--- src/battery_power_statistics_core_macros.svh ---
// Assertion helpers for the battery statistics core.
// Both expect clk and rst_n in scope at the point of use.
`ifndef BATTERY_POWER_STATISTICS_CORE_MACROS_SVH
`define BATTERY_POWER_STATISTICS_CORE_MACROS_SVH

// Same-cycle implication, held off while in reset
`define BPS_ASSERT_IMPLY(name, ante, cons, msg) \
    name: assert property (@(posedge clk) disable iff (!rst_n) (ante) |-> (cons)) \
        else $error(msg);

// Next-cycle implication, held off while in reset
`define BPS_ASSERT_NEXT(name, ante, cons, msg) \
    name: assert property (@(posedge clk) disable iff (!rst_n) (ante) |=> (cons)) \
        else $error(msg);

`endif

--- src/bps_pkg.sv ---
package bps_pkg;

    // Configuration register indexes
    typedef enum logic [1:0] {
        REG_BATTERY_MIN_MV,
        REG_BATTERY_MAX_MV,
        REG_BATTERY_CAPACITY_MAH
    } cfg_reg_t;

    localparam int CFG_INDEX_W = 2;
    localparam int CFG_DATA_W  = 16;

    // Register reset values
    localparam logic [15:0] RST_BATTERY_MIN_MV       = 16'd6000;
    localparam logic [15:0] RST_BATTERY_MAX_MV       = 16'd8400;
    localparam logic [15:0] RST_BATTERY_CAPACITY_MAH = 16'd2200;

    // Input beat
    typedef struct packed {
        logic        [15:0] bus_voltage_mv;
        logic signed [15:0] current_ma;
        logic        [18:0] power_mw;
        logic        [15:0] elapsed_ms;
        logic               is_moving;
    } in_t;

    // Output beat
    typedef struct packed {
        logic        [14:0] peak_current_ma;
        logic signed [15:0] idle_current_ma;
        logic signed [15:0] moving_current_ma;
        logic        [31:0] energy_uwh;
        logic        [13:0] charge_percent_x100;
        logic        [15:0] runtime_min;
    } out_t;

    // Field widths
    localparam int CUR_W     = 16;
    localparam int PEAK_W    = 15;
    localparam int PCT_W     = 14;
    localparam int RUNTIME_W = 16;
    localparam int UWH_W     = 32;
    localparam int ENERGY_W  = 64;

    // Shared serial multiplier: power x elapsed, then charge x capacity
    localparam int MUL_A_W    = 19;
    localparam int MUL_B_W    = 16;
    localparam int MUL_PROD_W = MUL_A_W + MUL_B_W;

    // Exponential average: new = trunc(9*old/10) + trunc(sample/10)
    localparam int          EMA_DIV_W     = 4;
    localparam logic [3:0]  EMA_DIVISOR   = 4'd10;
    localparam int          EMA_EXTRA_W   = 4;

    // Energy reported in uWh: mW*ms / 3600
    localparam int          UWH_DIV_W     = 12;
    localparam logic [11:0] UWH_DIVISOR   = 12'd3600;

    // Charge in hundredths of a percent
    localparam logic [13:0] PCT_FULL      = 14'd10000;
    localparam logic [13:0] PCT_ZERO      = 14'd0;
    localparam int          PCT_NUM_W     = 30;
    localparam int          PCT_DEN_W     = 16;

    // Runtime: pct * cap * 120 * 2^F / (10000 * D)
    localparam int          RT_BASE_W     = PCT_W + 16;
    localparam int          RT_SCALED_W   = RT_BASE_W + 7;
    localparam logic [15:0] RUNTIME_NO_LOAD = 16'd999;
    localparam logic [15:0] RUNTIME_SAT     = 16'hFFFF;

endpackage

--- src/bps_serial_div.sv ---
// Restoring divider, one quotient bit per cycle, dividend shifted in MSB first.
// Quotient bits above QUO_W are folded into a sticky overflow flag.
module bps_serial_div #(
    parameter int NUM_W = 30,
    parameter int DEN_W = 16,
    parameter int QUO_W = 14
) (
    input  logic             clk,
    input  logic             rst_n,
    input  logic             start,
    input  logic [NUM_W-1:0] dividend,
    input  logic [DEN_W-1:0] divisor,
    output logic             busy,
    output logic [QUO_W-1:0] quotient,
    output logic             overflow
);

    localparam int CNT_W = $clog2(NUM_W + 1);

    logic [NUM_W-1:0] num_sr_reg;
    logic [DEN_W-1:0] den_reg;
    logic [DEN_W-1:0] rem_reg;
    logic [DEN_W-1:0] rem_next;
    logic [QUO_W-1:0] quo_reg;
    logic [CNT_W-1:0] cnt_reg;
    logic             busy_reg;
    logic             ovf_reg;
    logic [DEN_W:0]   partial;
    logic [DEN_W:0]   diff;
    logic             fits;

    // One long-division step
    assign partial  = {rem_reg, num_sr_reg[NUM_W-1]};
    assign diff     = partial - {1'b0, den_reg};
    assign fits     = (partial >= {1'b0, den_reg});
    assign rem_next = fits ? diff[DEN_W-1:0] : partial[DEN_W-1:0];

    // Control and sticky overflow
    always_ff @(posedge clk or negedge rst_n)
    begin
        if (!rst_n)
        begin
            busy_reg <= 1'b0;
            cnt_reg  <= '0;
            ovf_reg  <= 1'b0;
        end
        else if (start)
        begin
            busy_reg <= 1'b1;
            cnt_reg  <= CNT_W'(NUM_W);
            ovf_reg  <= 1'b0;
        end
        else if (busy_reg)
        begin
            cnt_reg <= cnt_reg - 1'b1;
            if (cnt_reg == CNT_W'(1))
            begin
                busy_reg <= 1'b0;
            end
            if (quo_reg[QUO_W-1])
            begin
                ovf_reg <= 1'b1;
            end
        end
    end

    // Datapath shift registers
    always_ff @(posedge clk)
    begin
        if (start)
        begin
            num_sr_reg <= dividend;
            den_reg    <= divisor;
            rem_reg    <= '0;
            quo_reg    <= '0;
        end
        else if (busy_reg)
        begin
            num_sr_reg <= num_sr_reg << 1;
            rem_reg    <= rem_next;
            quo_reg    <= {quo_reg[QUO_W-2:0], fits};
        end
    end

    assign busy     = busy_reg;
    assign quotient = quo_reg;
    assign overflow = ovf_reg;

endmodule

--- src/battery_power_statistics_core.sv ---
// Battery power statistics core. Each input beat is one sensor sample; each
// one yields exactly one output beat with peak current, the idle and moving
// current averages (integer mA, fraction truncated toward zero), energy in
// uWh, charge in hundredths of a percent (linear between the min and max
// voltage registers) and a runtime estimate in minutes (999 with no load,
// saturating at 65535). The core works on one sample at a time, through
// the bit-serial datapath: the divide-by-ten average update and the charge
// divider run side by side, then the shared shift-add multiplier forms
// charge x capacity and the runtime divider works out one quotient bit per
// cycle while the energy divider runs in parallel. A finished beat sits in
// the output register, so the next sample can be taken while it waits.
// Configuration registers may only be written while the core is idle.
`include "battery_power_statistics_core_macros.svh"

module battery_power_statistics_core #(
    parameter int AVERAGE_FRACTION_BITS = 8
) (
    input  logic                                 clk,
    input  logic                                 rst_n,
    input  logic                                 cfg_write,
    input  logic [bps_pkg::CFG_INDEX_W-1:0]      cfg_index,
    input  logic [bps_pkg::CFG_DATA_W-1:0]       cfg_data,
    input  logic                                 in_valid,
    output logic                                 in_stall,
    input  bps_pkg::in_t                         in_data,
    output logic                                 out_valid,
    input  logic                                 out_stall,
    output bps_pkg::out_t                        out_data
);

    localparam int F           = AVERAGE_FRACTION_BITS;
    localparam int AVG_W       = bps_pkg::CUR_W + F;
    localparam int EMA_NUM_W   = AVG_W + bps_pkg::EMA_EXTRA_W;
    localparam int PCT_NUM_W   = bps_pkg::PCT_NUM_W;
    localparam int PCT_W       = bps_pkg::PCT_W;
    localparam int MUL_A_W     = bps_pkg::MUL_A_W;
    localparam int MUL_B_W     = bps_pkg::MUL_B_W;
    localparam int MUL_PROD_W  = bps_pkg::MUL_PROD_W;
    localparam int MUL_CNT_W   = $clog2(MUL_B_W + 1);
    localparam int ENERGY_W    = bps_pkg::ENERGY_W;
    localparam int RT_BASE_W   = bps_pkg::RT_BASE_W;
    localparam int RT_SCALED_W = bps_pkg::RT_SCALED_W;
    localparam int RT_NUM_W    = RT_SCALED_W + F;
    localparam int RT_DEN_W    = AVG_W + PCT_W;

    typedef enum logic [2:0] {
        ST_IDLE,
        ST_MEASURE,
        ST_UPDATE,
        ST_RT_MUL,
        ST_RT_START,
        ST_FINISH,
        ST_DONE
    } state_t;

    typedef enum logic [1:0] {
        PCT_EMPTY,
        PCT_FULL_SCALE,
        PCT_DIVIDE
    } pct_mode_t;

    state_t             state_reg;
    bps_pkg::out_t      out_data_reg;
    logic               out_valid_reg;

    // Configuration
    logic [15:0]        min_mv_reg;
    logic [15:0]        max_mv_reg;
    logic [15:0]        cap_reg;

    // Statistics state
    logic [bps_pkg::PEAK_W-1:0] peak_reg;
    logic signed [AVG_W-1:0]    idle_avg_reg;
    logic signed [AVG_W-1:0]    moving_avg_reg;
    logic [ENERGY_W-1:0]        energy_reg;

    // Per-sample latches
    logic signed [15:0] cur_reg;
    logic               moving_reg;
    logic               sgn_a_reg;
    logic               sgn_s_reg;
    pct_mode_t          pct_mode_reg;
    logic               no_load_reg;

    // Shared serial multiplier
    logic [MUL_A_W-1:0]    mul_a_reg;
    logic [MUL_B_W-1:0]    mul_b_sr_reg;
    logic [MUL_PROD_W-1:0] mul_prod_reg;
    logic [MUL_CNT_W-1:0]  mul_cnt_reg;

    logic accept;
    logic load_out;

    // Sample and average seeding
    logic signed [AVG_W-1:0] sample_q;
    logic signed [AVG_W-1:0] sel_avg;
    logic signed [AVG_W-1:0] seed_avg;
    logic [AVG_W-1:0]        seed_mag;
    logic [AVG_W-1:0]        sample_mag;
    logic [EMA_NUM_W-1:0]    ema_a_num;
    logic [EMA_NUM_W-1:0]    ema_s_num;

    // Charge set-up
    logic                    pct_ge_max;
    logic                    pct_le_min;
    logic [PCT_NUM_W-1:0]    pct_num;
    logic [15:0]             pct_den;
    logic [PCT_W-1:0]        pct_val;

    // Average update and energy
    logic signed [AVG_W:0]   term_a;
    logic signed [AVG_W:0]   term_s;
    logic signed [AVG_W:0]   avg_sum;
    logic signed [AVG_W-1:0] avg_next;
    logic [ENERGY_W:0]       energy_sum;
    logic [ENERGY_W-1:0]     energy_next;

    // Runtime
    logic signed [AVG_W-1:0] sample_lat;
    logic signed [AVG_W:0]   d_full;
    logic                    no_load;
    logic [RT_SCALED_W-1:0]  rt_base;
    logic [RT_SCALED_W-1:0]  rt_scaled;
    logic [RT_NUM_W-1:0]     rt_num;
    logic [RT_DEN_W-1:0]     rt_den;
    logic [15:0]             runtime_val;

    // Divider handshakes and results
    logic                    ema_a_busy;
    logic                    ema_s_busy;
    logic [AVG_W-1:0]        ema_a_quo;
    logic [AVG_W-1:0]        ema_s_quo;
    logic                    ema_a_ovf;
    logic                    ema_s_ovf;
    logic                    pct_busy;
    logic [PCT_W-1:0]        pct_quo;
    logic                    pct_ovf;
    logic                    ediv_busy;
    logic [bps_pkg::UWH_W-1:0] ediv_quo;
    logic                    ediv_ovf;
    logic                    rt_busy;
    logic [15:0]             rt_quo;
    logic                    rt_ovf;
    logic                    rt_start;

    // Whole mA of a fixed-point average, truncated toward zero
    function automatic logic [15:0] avg_whole(input logic signed [AVG_W-1:0] a);
        logic [AVG_W-1:0] mag;
        logic [15:0]      w;
        mag = a[AVG_W-1] ? (~a + 1'b1) : a;
        w   = mag[AVG_W-1:F];
        return a[AVG_W-1] ? (~w + 1'b1) : w;
    endfunction

    assign accept   = in_valid && (state_reg == ST_IDLE);
    assign in_stall = (state_reg != ST_IDLE);

    // Seed the selected average with the sample when it is exactly zero
    assign sample_q   = AVG_W'($signed(in_data.current_ma)) <<< F;
    assign sel_avg    = in_data.is_moving ? moving_avg_reg : idle_avg_reg;
    assign seed_avg   = (sel_avg == '0) ? sample_q : sel_avg;
    assign seed_mag   = seed_avg[AVG_W-1] ? (~seed_avg + 1'b1) : seed_avg;
    assign sample_mag = sample_q[AVG_W-1] ? (~sample_q + 1'b1) : sample_q;
    // Weight 9/10 on the old value: 9x as shift and add
    assign ema_a_num  = (EMA_NUM_W'(seed_mag) << 3) + EMA_NUM_W'(seed_mag);
    assign ema_s_num  = EMA_NUM_W'(sample_mag);

    // Charge range checks, in the order max then min
    assign pct_ge_max = (in_data.bus_voltage_mv >= max_mv_reg);
    assign pct_le_min = (in_data.bus_voltage_mv <= min_mv_reg);
    assign pct_num    = PCT_NUM_W'(in_data.bus_voltage_mv - min_mv_reg)
                        * PCT_NUM_W'(bps_pkg::PCT_FULL);
    assign pct_den    = max_mv_reg - min_mv_reg;

    always_comb
    begin
        case (pct_mode_reg)
            PCT_FULL_SCALE: pct_val = bps_pkg::PCT_FULL;
            PCT_DIVIDE:     pct_val = pct_quo;
            default:        pct_val = bps_pkg::PCT_ZERO;
        endcase
    end

    // Signed recombination of the two truncated quotients
    assign term_a   = sgn_a_reg ? -$signed({1'b0, ema_a_quo}) : $signed({1'b0, ema_a_quo});
    assign term_s   = sgn_s_reg ? -$signed({1'b0, ema_s_quo}) : $signed({1'b0, ema_s_quo});
    assign avg_sum  = term_a + term_s;
    assign avg_next = $signed(avg_sum[AVG_W-1:0]);

    // Saturating energy accumulate
    assign energy_sum  = {1'b0, energy_reg} + (ENERGY_W + 1)'(mul_prod_reg);
    assign energy_next = energy_sum[ENERGY_W] ? '1 : energy_sum[ENERGY_W-1:0];

    // Runtime operands: D is twice the mean of sample and moving average
    assign sample_lat = AVG_W'(cur_reg) <<< F;
    assign d_full     = (AVG_W + 1)'(sample_lat) + (AVG_W + 1)'(moving_avg_reg);
    assign no_load    = cur_reg[15] || (cur_reg == '0) || d_full[AVG_W] || (d_full == '0);
    assign rt_base    = RT_SCALED_W'(mul_prod_reg[RT_BASE_W-1:0]);
    // x120 as x128 - x8
    assign rt_scaled  = (rt_base << 7) - (rt_base << 3);
    assign rt_num     = RT_NUM_W'(rt_scaled) << F;
    assign rt_den     = RT_DEN_W'(d_full[AVG_W-1:0]) * RT_DEN_W'(bps_pkg::PCT_FULL);
    assign rt_start   = (state_reg == ST_RT_START) && !no_load;

    always_comb
    begin
        if (no_load_reg)
        begin
            runtime_val = bps_pkg::RUNTIME_NO_LOAD;
        end
        else if (rt_ovf)
        begin
            runtime_val = bps_pkg::RUNTIME_SAT;
        end
        else
        begin
            runtime_val = rt_quo;
        end
    end

    // Average dividers by ten: old term and sample term side by side
    bps_serial_div #(
        .NUM_W (EMA_NUM_W),
        .DEN_W (bps_pkg::EMA_DIV_W),
        .QUO_W (AVG_W)
    ) u_ema_a_div (
        .clk      (clk),
        .rst_n    (rst_n),
        .start    (accept),
        .dividend (ema_a_num),
        .divisor  (bps_pkg::EMA_DIVISOR),
        .busy     (ema_a_busy),
        .quotient (ema_a_quo),
        .overflow (ema_a_ovf)
    );

    bps_serial_div #(
        .NUM_W (EMA_NUM_W),
        .DEN_W (bps_pkg::EMA_DIV_W),
        .QUO_W (AVG_W)
    ) u_ema_s_div (
        .clk      (clk),
        .rst_n    (rst_n),
        .start    (accept),
        .dividend (ema_s_num),
        .divisor  (bps_pkg::EMA_DIVISOR),
        .busy     (ema_s_busy),
        .quotient (ema_s_quo),
        .overflow (ema_s_ovf)
    );

    // Charge divider, only when the voltage lies strictly inside the range
    bps_serial_div #(
        .NUM_W (PCT_NUM_W),
        .DEN_W (bps_pkg::PCT_DEN_W),
        .QUO_W (PCT_W)
    ) u_pct_div (
        .clk      (clk),
        .rst_n    (rst_n),
        .start    (accept && !pct_ge_max && !pct_le_min),
        .dividend (pct_num),
        .divisor  (pct_den),
        .busy     (pct_busy),
        .quotient (pct_quo),
        .overflow (pct_ovf)
    );

    // Energy to uWh
    bps_serial_div #(
        .NUM_W (ENERGY_W),
        .DEN_W (bps_pkg::UWH_DIV_W),
        .QUO_W (bps_pkg::UWH_W)
    ) u_energy_div (
        .clk      (clk),
        .rst_n    (rst_n),
        .start    (state_reg == ST_UPDATE),
        .dividend (energy_next),
        .divisor  (bps_pkg::UWH_DIVISOR),
        .busy     (ediv_busy),
        .quotient (ediv_quo),
        .overflow (ediv_ovf)
    );

    // Runtime divider
    bps_serial_div #(
        .NUM_W (RT_NUM_W),
        .DEN_W (RT_DEN_W),
        .QUO_W (bps_pkg::RUNTIME_W)
    ) u_rt_div (
        .clk      (clk),
        .rst_n    (rst_n),
        .start    (rt_start),
        .dividend (rt_num),
        .divisor  (rt_den),
        .busy     (rt_busy),
        .quotient (rt_quo),
        .overflow (rt_ovf)
    );

    // Configuration registers; unknown indexes are dropped
    always_ff @(posedge clk or negedge rst_n)
    begin
        if (!rst_n)
        begin
            min_mv_reg <= bps_pkg::RST_BATTERY_MIN_MV;
            max_mv_reg <= bps_pkg::RST_BATTERY_MAX_MV;
            cap_reg    <= bps_pkg::RST_BATTERY_CAPACITY_MAH;
        end
        else if (cfg_write)
        begin
            case (cfg_index)
                bps_pkg::REG_BATTERY_MIN_MV:       min_mv_reg <= cfg_data;
                bps_pkg::REG_BATTERY_MAX_MV:       max_mv_reg <= cfg_data;
                bps_pkg::REG_BATTERY_CAPACITY_MAH: cap_reg    <= cfg_data;
                default:                           ;
            endcase
        end
    end

    // Statistics state and per-sample control
    always_ff @(posedge clk or negedge rst_n)
    begin
        if (!rst_n)
        begin
            peak_reg       <= '0;
            idle_avg_reg   <= '0;
            moving_avg_reg <= '0;
            energy_reg     <= '0;
            pct_mode_reg   <= PCT_EMPTY;
            no_load_reg    <= 1'b0;
            mul_cnt_reg    <= '0;
        end
        else
        begin
            if (accept)
            begin
                if (!in_data.current_ma[15] &&
                    (in_data.current_ma[bps_pkg::PEAK_W-1:0] > peak_reg))
                begin
                    peak_reg <= in_data.current_ma[bps_pkg::PEAK_W-1:0];
                end
                if (pct_ge_max)
                begin
                    pct_mode_reg <= PCT_FULL_SCALE;
                end
                else if (pct_le_min)
                begin
                    pct_mode_reg <= PCT_EMPTY;
                end
                else
                begin
                    pct_mode_reg <= PCT_DIVIDE;
                end
            end

            if (state_reg == ST_UPDATE)
            begin
                if (moving_reg)
                begin
                    moving_avg_reg <= avg_next;
                end
                else
                begin
                    idle_avg_reg <= avg_next;
                end
                energy_reg <= energy_next;
            end

            if (state_reg == ST_RT_START)
            begin
                no_load_reg <= no_load;
            end

            // Multiplier step count
            if (accept || (state_reg == ST_UPDATE))
            begin
                mul_cnt_reg <= MUL_CNT_W'(MUL_B_W);
            end
            else if (mul_cnt_reg != '0)
            begin
                mul_cnt_reg <= mul_cnt_reg - 1'b1;
            end
        end
    end

    // Sample latches and multiplier datapath
    always_ff @(posedge clk)
    begin
        if (accept)
        begin
            cur_reg      <= in_data.current_ma;
            moving_reg   <= in_data.is_moving;
            sgn_a_reg    <= seed_avg[AVG_W-1];
            sgn_s_reg    <= sample_q[AVG_W-1];
            mul_a_reg    <= in_data.power_mw;
            mul_b_sr_reg <= in_data.elapsed_ms;
            mul_prod_reg <= '0;
        end
        else if (state_reg == ST_UPDATE)
        begin
            mul_a_reg    <= MUL_A_W'(pct_val);
            mul_b_sr_reg <= cap_reg;
            mul_prod_reg <= '0;
        end
        else if (mul_cnt_reg != '0)
        begin
            // MSB-first shift and add
            mul_prod_reg <= (mul_prod_reg << 1)
                            + (mul_b_sr_reg[MUL_B_W-1] ? MUL_PROD_W'(mul_a_reg) : '0);
            mul_b_sr_reg <= mul_b_sr_reg << 1;
        end
    end

    assign load_out = (state_reg == ST_DONE) && (!out_valid_reg || !out_stall);

    // Sequencer and output register
    always_ff @(posedge clk or negedge rst_n)
    begin
        if (!rst_n)
        begin
            state_reg     <= ST_IDLE;
            out_valid_reg <= 1'b0;
            out_data_reg  <= '0;
        end
        else
        begin
            if (load_out)
            begin
                out_valid_reg                     <= 1'b1;
                out_data_reg.peak_current_ma      <= peak_reg;
                out_data_reg.idle_current_ma      <= avg_whole(idle_avg_reg);
                out_data_reg.moving_current_ma    <= avg_whole(moving_avg_reg);
                out_data_reg.energy_uwh           <= ediv_ovf ? '1 : ediv_quo;
                out_data_reg.charge_percent_x100  <= pct_val;
                out_data_reg.runtime_min          <= runtime_val;
            end
            else if (out_valid_reg && !out_stall)
            begin
                out_valid_reg <= 1'b0;
            end

            case (state_reg)
                ST_IDLE:
                begin
                    if (accept)
                    begin
                        state_reg <= ST_MEASURE;
                    end
                end
                ST_MEASURE:
                begin
                    if (!ema_a_busy && !ema_s_busy && !pct_busy && (mul_cnt_reg == '0))
                    begin
                        state_reg <= ST_UPDATE;
                    end
                end
                ST_UPDATE:
                begin
                    state_reg <= ST_RT_MUL;
                end
                ST_RT_MUL:
                begin
                    if (mul_cnt_reg == '0)
                    begin
                        state_reg <= ST_RT_START;
                    end
                end
                ST_RT_START:
                begin
                    state_reg <= ST_FINISH;
                end
                ST_FINISH:
                begin
                    if (!ediv_busy && !rt_busy)
                    begin
                        state_reg <= ST_DONE;
                    end
                end
                ST_DONE:
                begin
                    if (load_out)
                    begin
                        state_reg <= ST_IDLE;
                    end
                end
                default:
                begin
                    state_reg <= ST_IDLE;
                end
            endcase
        end
    end

    assign out_valid = out_valid_reg;
    assign out_data  = out_data_reg;

    // Checks
    `BPS_ASSERT_IMPLY(a_ema_quotient_fits, state_reg == ST_UPDATE, !ema_a_ovf && !ema_s_ovf, "average quotient overflow")
    `BPS_ASSERT_IMPLY(a_pct_in_range, (state_reg == ST_UPDATE) && (pct_mode_reg == PCT_DIVIDE), !pct_ovf && (pct_quo < bps_pkg::PCT_FULL), "charge quotient out of range")
    `BPS_ASSERT_IMPLY(a_avg_no_wrap, state_reg == ST_UPDATE, avg_sum[AVG_W] == avg_sum[AVG_W-1], "average update wrapped")
    `BPS_ASSERT_NEXT(a_energy_div_running, state_reg == ST_UPDATE, ediv_busy, "energy divider not started")
    `BPS_ASSERT_IMPLY(a_units_idle_at_result, state_reg == ST_DONE, !ediv_busy && !rt_busy && (mul_cnt_reg == '0), "result ready with a unit still busy")

endmodule
--- config.mk ---
export PLATFORM = sky130hd
export DESIGN_NAME = battery_power_statistics_core
export DESIGN_NICKNAME = d
export VERILOG_FILES = /design/src/bps_pkg.sv /design/src/bps_serial_div.sv /design/src/battery_power_statistics_core.sv
export VERILOG_INCLUDE_DIRS = /design/src /design/src/src
export SDC_FILE = /design/constraint.sdc
export NUM_CORES = 2
export LEC_CHECK = 0
export BUFFER_PORTS_ARGS = -buffer_cell sky130_fd_sc_hd__buf_2
export CORE_AREA = 3 3 319 321
export CTS_CLUSTER_DIAMETER = 60
export DETAILED_ROUTE_END_ITERATION = 16
export DIE_AREA = 0 0 322 324
export PLACE_DENSITY_LB_ADDON = 0.25
export RECOVER_POWER = 25
export SLEW_MARGIN = 20
export SYNTH_ARGS = -nofsm -noshare
export SYNTH_HDL_FRONTEND = slang
export SYNTH_SLANG_ARGS = --single-unit
--- constraint.sdc ---
create_clock -name clk -period 9.85 [get_ports clk]
set_clock_uncertainty 0.2 [all_clocks]
set_input_delay 0.4925 -clock clk [delete_from_list [all_inputs] [get_ports clk]]
set_output_delay 0.4925 -clock clk [all_outputs]
set_load 0.005 [all_outputs]
# Word level (Yosys, flattened, before mapping)
# Cells that the tools add are included.
[classes] add_sub_neg=27 mul=2 div=0 magnitude_cmp=8 n_eq_ne=20 shift=0 n_mux=79 n_bitwise=7 n_reduce_logical=56
[op_table] operator="$mux W24" n=10
[op_table] operator="$mux W64" n=3
[op_table] operator="$mux W16" n=8
[op_table] operator="$add A24 B1 Y24 const B" n=4
[op_table] operator="$not A24 Y24" n=4
[op_table] operator="$mux W45" n=2
[op_table] operator="$add A64 B35 Y65" n=1
[op_table] operator="$mux W30" n=2
[op_table] operator="$mux W19" n=3
[op_table] operator="$mux W28" n=2
[op_table] operator="$neg A24 Y24" n=2
[op_table] operator="$mux W5" n=8
[op_table] operator="$ge A39 B38 Y1" n=1
[op_table] operator="$mux W38" n=1
[op_table] operator="$sub A38 B38 Y38" n=1
[op_table] operator="$sub A37 B33 Y37" n=1
[op_table] operator="$add A35 B19 Y35" n=1
[op_table] operator="$mul A24 B10 Y34 const B" n=1
[op_table] operator="$add A16 B1 Y16 const B" n=2
[op_table] operator="$mux W32" n=1
[op_table] operator="$not A16 Y16" n=2
[op_table] operator="$sub A16 B16 Y16" n=2
[op_table] operator="$mul A30 B10 Y26 const B" n=1
[op_table] operator="$add A27 B24 Y28" n=1
[op_table] operator="48 further kinds" n=135
[word_totals] ff_bits=837 latchBits=0 ram_bits=0 mem_bits_ro=0 inputBits=91 output_inout_bits=111 word_cells=254 n_memories=0

# Longest topological paths before layout
[depth] depth_word=8 ltp_mapped=30 depth_no_buf=30

# Cells and area by module
# From an unflattened synthesis, not the netlist that was laid out.
[unflattened] cells_unflattened=6185 hier_area_um2=58771.4
[modules_own_cells] mod="battery_power_statistics_core" instances=1 cells_per_inst=4196 area_per_inst_um2=35298.9 seq_area_each_um2=9718.1
[modules_own_cells] mod="bps_serial_div (u_rt_div)" instances=1 cells_per_inst=764 area_per_inst_um2=7925.1 seq_area_each_um2=3773.6
[modules_own_cells] mod="bps_serial_div (u_ema_a_div ...)" instances=2 cells_per_inst=219 area_per_inst_um2=2845.2 seq_area_each_um2=1696.6
[modules_own_cells] mod="bps_serial_div (u_energy_div)" instances=1 cells_per_inst=420 area_per_inst_um2=5657.9 seq_area_each_um2=3388.2
[modules_own_cells] mod="bps_serial_div (u_pct_div)" instances=1 cells_per_inst=367 area_per_inst_um2=4199.0 seq_area_each_um2=2157.1

# Worst setup path before layout
# OpenSTA, ideal clock, no wires.
[synth_timing] path_kind="reg-to-reg" startpoint="reg min_mv_reg[4]" endpoint="reg u_pct_div.num_sr_reg[29], data pin" setup_ns=0.263 arrival_time_ns=7.002 t_required_ns=9.387 setup_slack_ns=2.386 path_stages_with_launch=28 path_buffers=0 synth_period_minus_slack_ns=7.464 path_cell_list="dfstp_2 -> inv_1 -> ha_1 -> a21o_1 -> a21oi_1 -> a21o_1 -> a31oi_1 -> o41ai_1 -> o21ba_2 -> nor2_1 -> a211oi_1 -> inv_1 -> fa_1 -> inv_1 -> ha_1 -> fa_1 -> ha_1 -> inv_1 -> fa_1 -> inv_1 -> ha_1 -> and3_1 -> a211oi_1 -> o21bai_1 -> a21oi_1 -> o21ai_0 -> xor2_1 -> o21ai_1"
[synth_between] elab_chain_len=4 word_cells_on_any_way=6 classes_between="1 x add/sub; 1 x mul; 1 x order compare; 1 x mux; 2 x reduce/logical"
[synth_lines] item="from (decl)" line="battery_power_statistics_core.sv:67" text="logic [15:0] min_mv_reg;"
[synth_lines] item="from (signal assigned)" line="battery_power_statistics_core.sv:305" text="min_mv_reg <= bps_pkg::RST_BATTERY_MIN_MV;"
[synth_lines] item="from (signal assigned)" line="battery_power_statistics_core.sv:312" text="bps_pkg::REG_BATTERY_MIN_MV: min_mv_reg <= cfg_data;"
[synth_lines] item="branches (longest 3 deep; another with $mul A30 B10 Y26)"
[synth_lines] item="$mux W30 (*)" line="bps_serial_div.sv:70" text="if (start)"
[synth_lines] item="to (signal assigned)" line="bps_serial_div.sv:72" text="num_sr_reg <= dividend;"
[synth_lines] item="to (signal assigned)" line="bps_serial_div.sv:79" text="num_sr_reg <= num_sr_reg << 1;"
[synth_lines] item="to (decl)" line="bps_serial_div.sv:20" text="logic [NUM_W-1:0] num_sr_reg;"
# Mark *: on every way between the ends.
# A chain may end at the register's enable or synchronous reset.

# Final worst setup path
# Ends and elaborated chain as after synthesis.

==> results.toml <==
[critical_path]
cp_common_cell = "inv_1"
setup.worst_path.end = "u_pct_div.num_sr_reg[29]"
r2r-end = "u_pct_div.num_sr_reg[29]"
startpoint = "min_mv_reg[4]"
cp_slowest_cell = "a211oi_1"
crit_path_start_kind = "flip-flop"
crit_type = "flip-flop to flip-flop"
r2r_slack_ps = 1620
cp.required_ps = 10070
r2r_start = "min_mv_reg[4]"
r2r_cells = 27
critPathMaxStageDelay_ps = 780
worstPathMaxFanout = 11
endpoint_kind = "flip-flop"
cp.arrival_ps = 8440

[flow_run]
max_cap_viol_count = 7

[yosys]
synth_top_area_share_pct = 15.0
async_flop_share_pct = 40.1
ys_types = 86
synth.avg_cell_area_um2 = 9.05
synth_cells = 6001
syn_area_um2 = 54300
ys_seq_area_share_pct = 38.5
synth_area_leaders = "edfxtp_1 15%, dfrtp_1 15%, ha_1 10%, dfxtp_1 8.2%, nor2_1 4.4%"
yosys_warnings = 0
synth-seq-cells = 825
yosysTopAreaCell = "edfxtp_1"
syn-num-nets = 6654
synth-edff-count = 271
synthFlopType = "dfrtp_1"

[cts]
cts_setup_buffers = 0
ctsHoldBuffers = 64
cts_buffer_depth = 3
clock_sinks = 825
root_buffer = "clkbuf_16"
htreeDepth = 3
cts_resized = 0
cts_buffers = 97
clkTransAtPathRegs_ps = 60
clk_latency_ps = 680
cts_tree = "built"

[detailed_routing]
wl_per_cell_um = 17.6
routed_wl_mm = 133
drt_iter0_markers = 3205
vias = 42840
firstDrtPassIters = 5
ant_nets = 0
drc = 0
vias_per_cell = 5.67

[timing]
worst_pin_slew_ps = 7480
finalHoldViolCount = 0
fin_crit_ps = 8230
relSlewSlack_pct = -399
finalMaxSlewViolations = 550
finalSetupTns_ps = 0
setup_violations = 0
fin_crit_sh_pct = 83.5
rsz0062_at_grt = "false"
hold_ws_ps = 41.9
timing.fmax_mhz = 122

[floorplanning]
dieArea_um2 = 104000
die_y_um = 324
die_w_um = 322
io_pins = 202
core_um2 = 99600
row_count = 116
start_util_pct = 54.5

[grt]
grt.total_usage_pct = 25.3
antenna_found_initial = 1
grt-ovfl-total = 0
grt_max_degree = 189
grt_pass1_vias = 41257
grt_pass1_wl_mm = 217

[layout]
final_area_um2 = 60200
drive_above_1_share_pct = 6.44
nNetsFinal = 6822
layout_commonest_cell = "nor2_1"
fill_cells = 8589
layout_common_cells = "634 x nor2_1, 602 x nand2_1, 513 x inv_1, 469 x o21ai_0, 455 x ha_1"
largest_register_ffs = 109
areaGrowthSynthToFinish_pct = 10.9
postLayoutCoreUtil_pct = 60.5

[placed_design]
placed_area_um2 = 56500
place_congestion = 0.909
hpwlAfterDp_mm = 96.2
io_buffers = 201

[min_path]
hp-start = "in_data[31]"
hold_class = "input port to flip-flop"

[status]
violations = "max-capacitance violations, max-slew violations"
outcome = "finished, violations left"
-- worst max-delay path, delay by kind of cell (launching register included) --
| family | cells | cell delay, ps |
|---|---|---|
| buffers and inverters | 5 | 800 |
| xor gates and xnor gates | 1 | 170 |
| DFF | 1 | 520 |
| and+or+nand+nor | 2 | 250 |
| AOI/OAI and AO/OA | 12 | 3050 |
| adders and majority gates | 7 | 2940 |
-- metal layers --
| layer | GRT usage [%] | up-vias | routed length, um |
|---|---|---|---|
| met5 | 0 | - | 0 |
| met4 | 7.79 | 0 | 4000 |
| met3 | 3.30 | 244 | 6400 |
| met2 | 41.0 | 1012 | 61100 |
| met1 | 35.5 | 20442 | 61900 |
| li1 | - | 21142 | - |
-- cell type report --
type | count | area (um^2) | share of cell area (%)
Clock inverter | 45 | 438 | 0.727
Clock buffer | 139 | 2880 | 4.78
Sequential cell | 825 | 20900 | 34.7
Tap cell | 1298 | 1620 | 2.70
Inverter | 518 | 1950 | 3.23
Timing Repair Buffer | 311 | 1820 | 3.02
Antenna cell | 2 | 5.00 | 0.00831
Multi-Input combinational cell | 4416 | 30600 | 50.8
-- stage by stage --
step	setup WS (ps)	std cells
6_report	1620	7554
5_1_grt	545	7552
4_1_cts	1670	7552
3_5_place_dp	1590	7304
3_3_place_gp	1710	7304
2_1_floorplan	2390	6001
-- Yosys cell counts (all sizes together), types with 38 or more instances --
cell    count
nor2b      54
a21o      118
nand4      41
edfxtp    271
dfxtp     223
nand3      81
nor2      635
o31ai      45
o21ai     487
or3        41
mux2       66
o21a       51
xnor2     271
dfrtp     316
nor3       98
nand2b     62
and2       38
a211oi     44
xor2      164
fa        107
inv       516
clkbuf    206
mux2i     162
and3       42
a21oi     359
ha        455
a31oi      70
nand2     603
-- kinds of logic after synthesis --
family	after synthesis	synth area share [%]
xor gates and xnor gates	435	7.02
DFF	825	38.5
AOI/OAI and AO/OA	1387	15.6
and+or+nand+nor	1804	14.9
muxes	228	4.35
adders and majority gates	562	14.4
buffers and inverters	760	5.27
-- worst min-delay path by stage --
stage,end,depth (start not counted)
2_1_floorplan,cap_reg[0],0
3_3_place_gp,u_ema_s_div.rem_reg[3],2
3_5_place_dp,u_ema_a_div.rem_reg[3],2
4_1_cts,mul_a_reg[14],2
5_1_grt,mul_a_reg[14],2
6_report,mul_a_reg[14],2
Power is left out: the tool's default activity adds up to more than one toggle a clock period on the data nets, which glitch-free logic cannot reach.
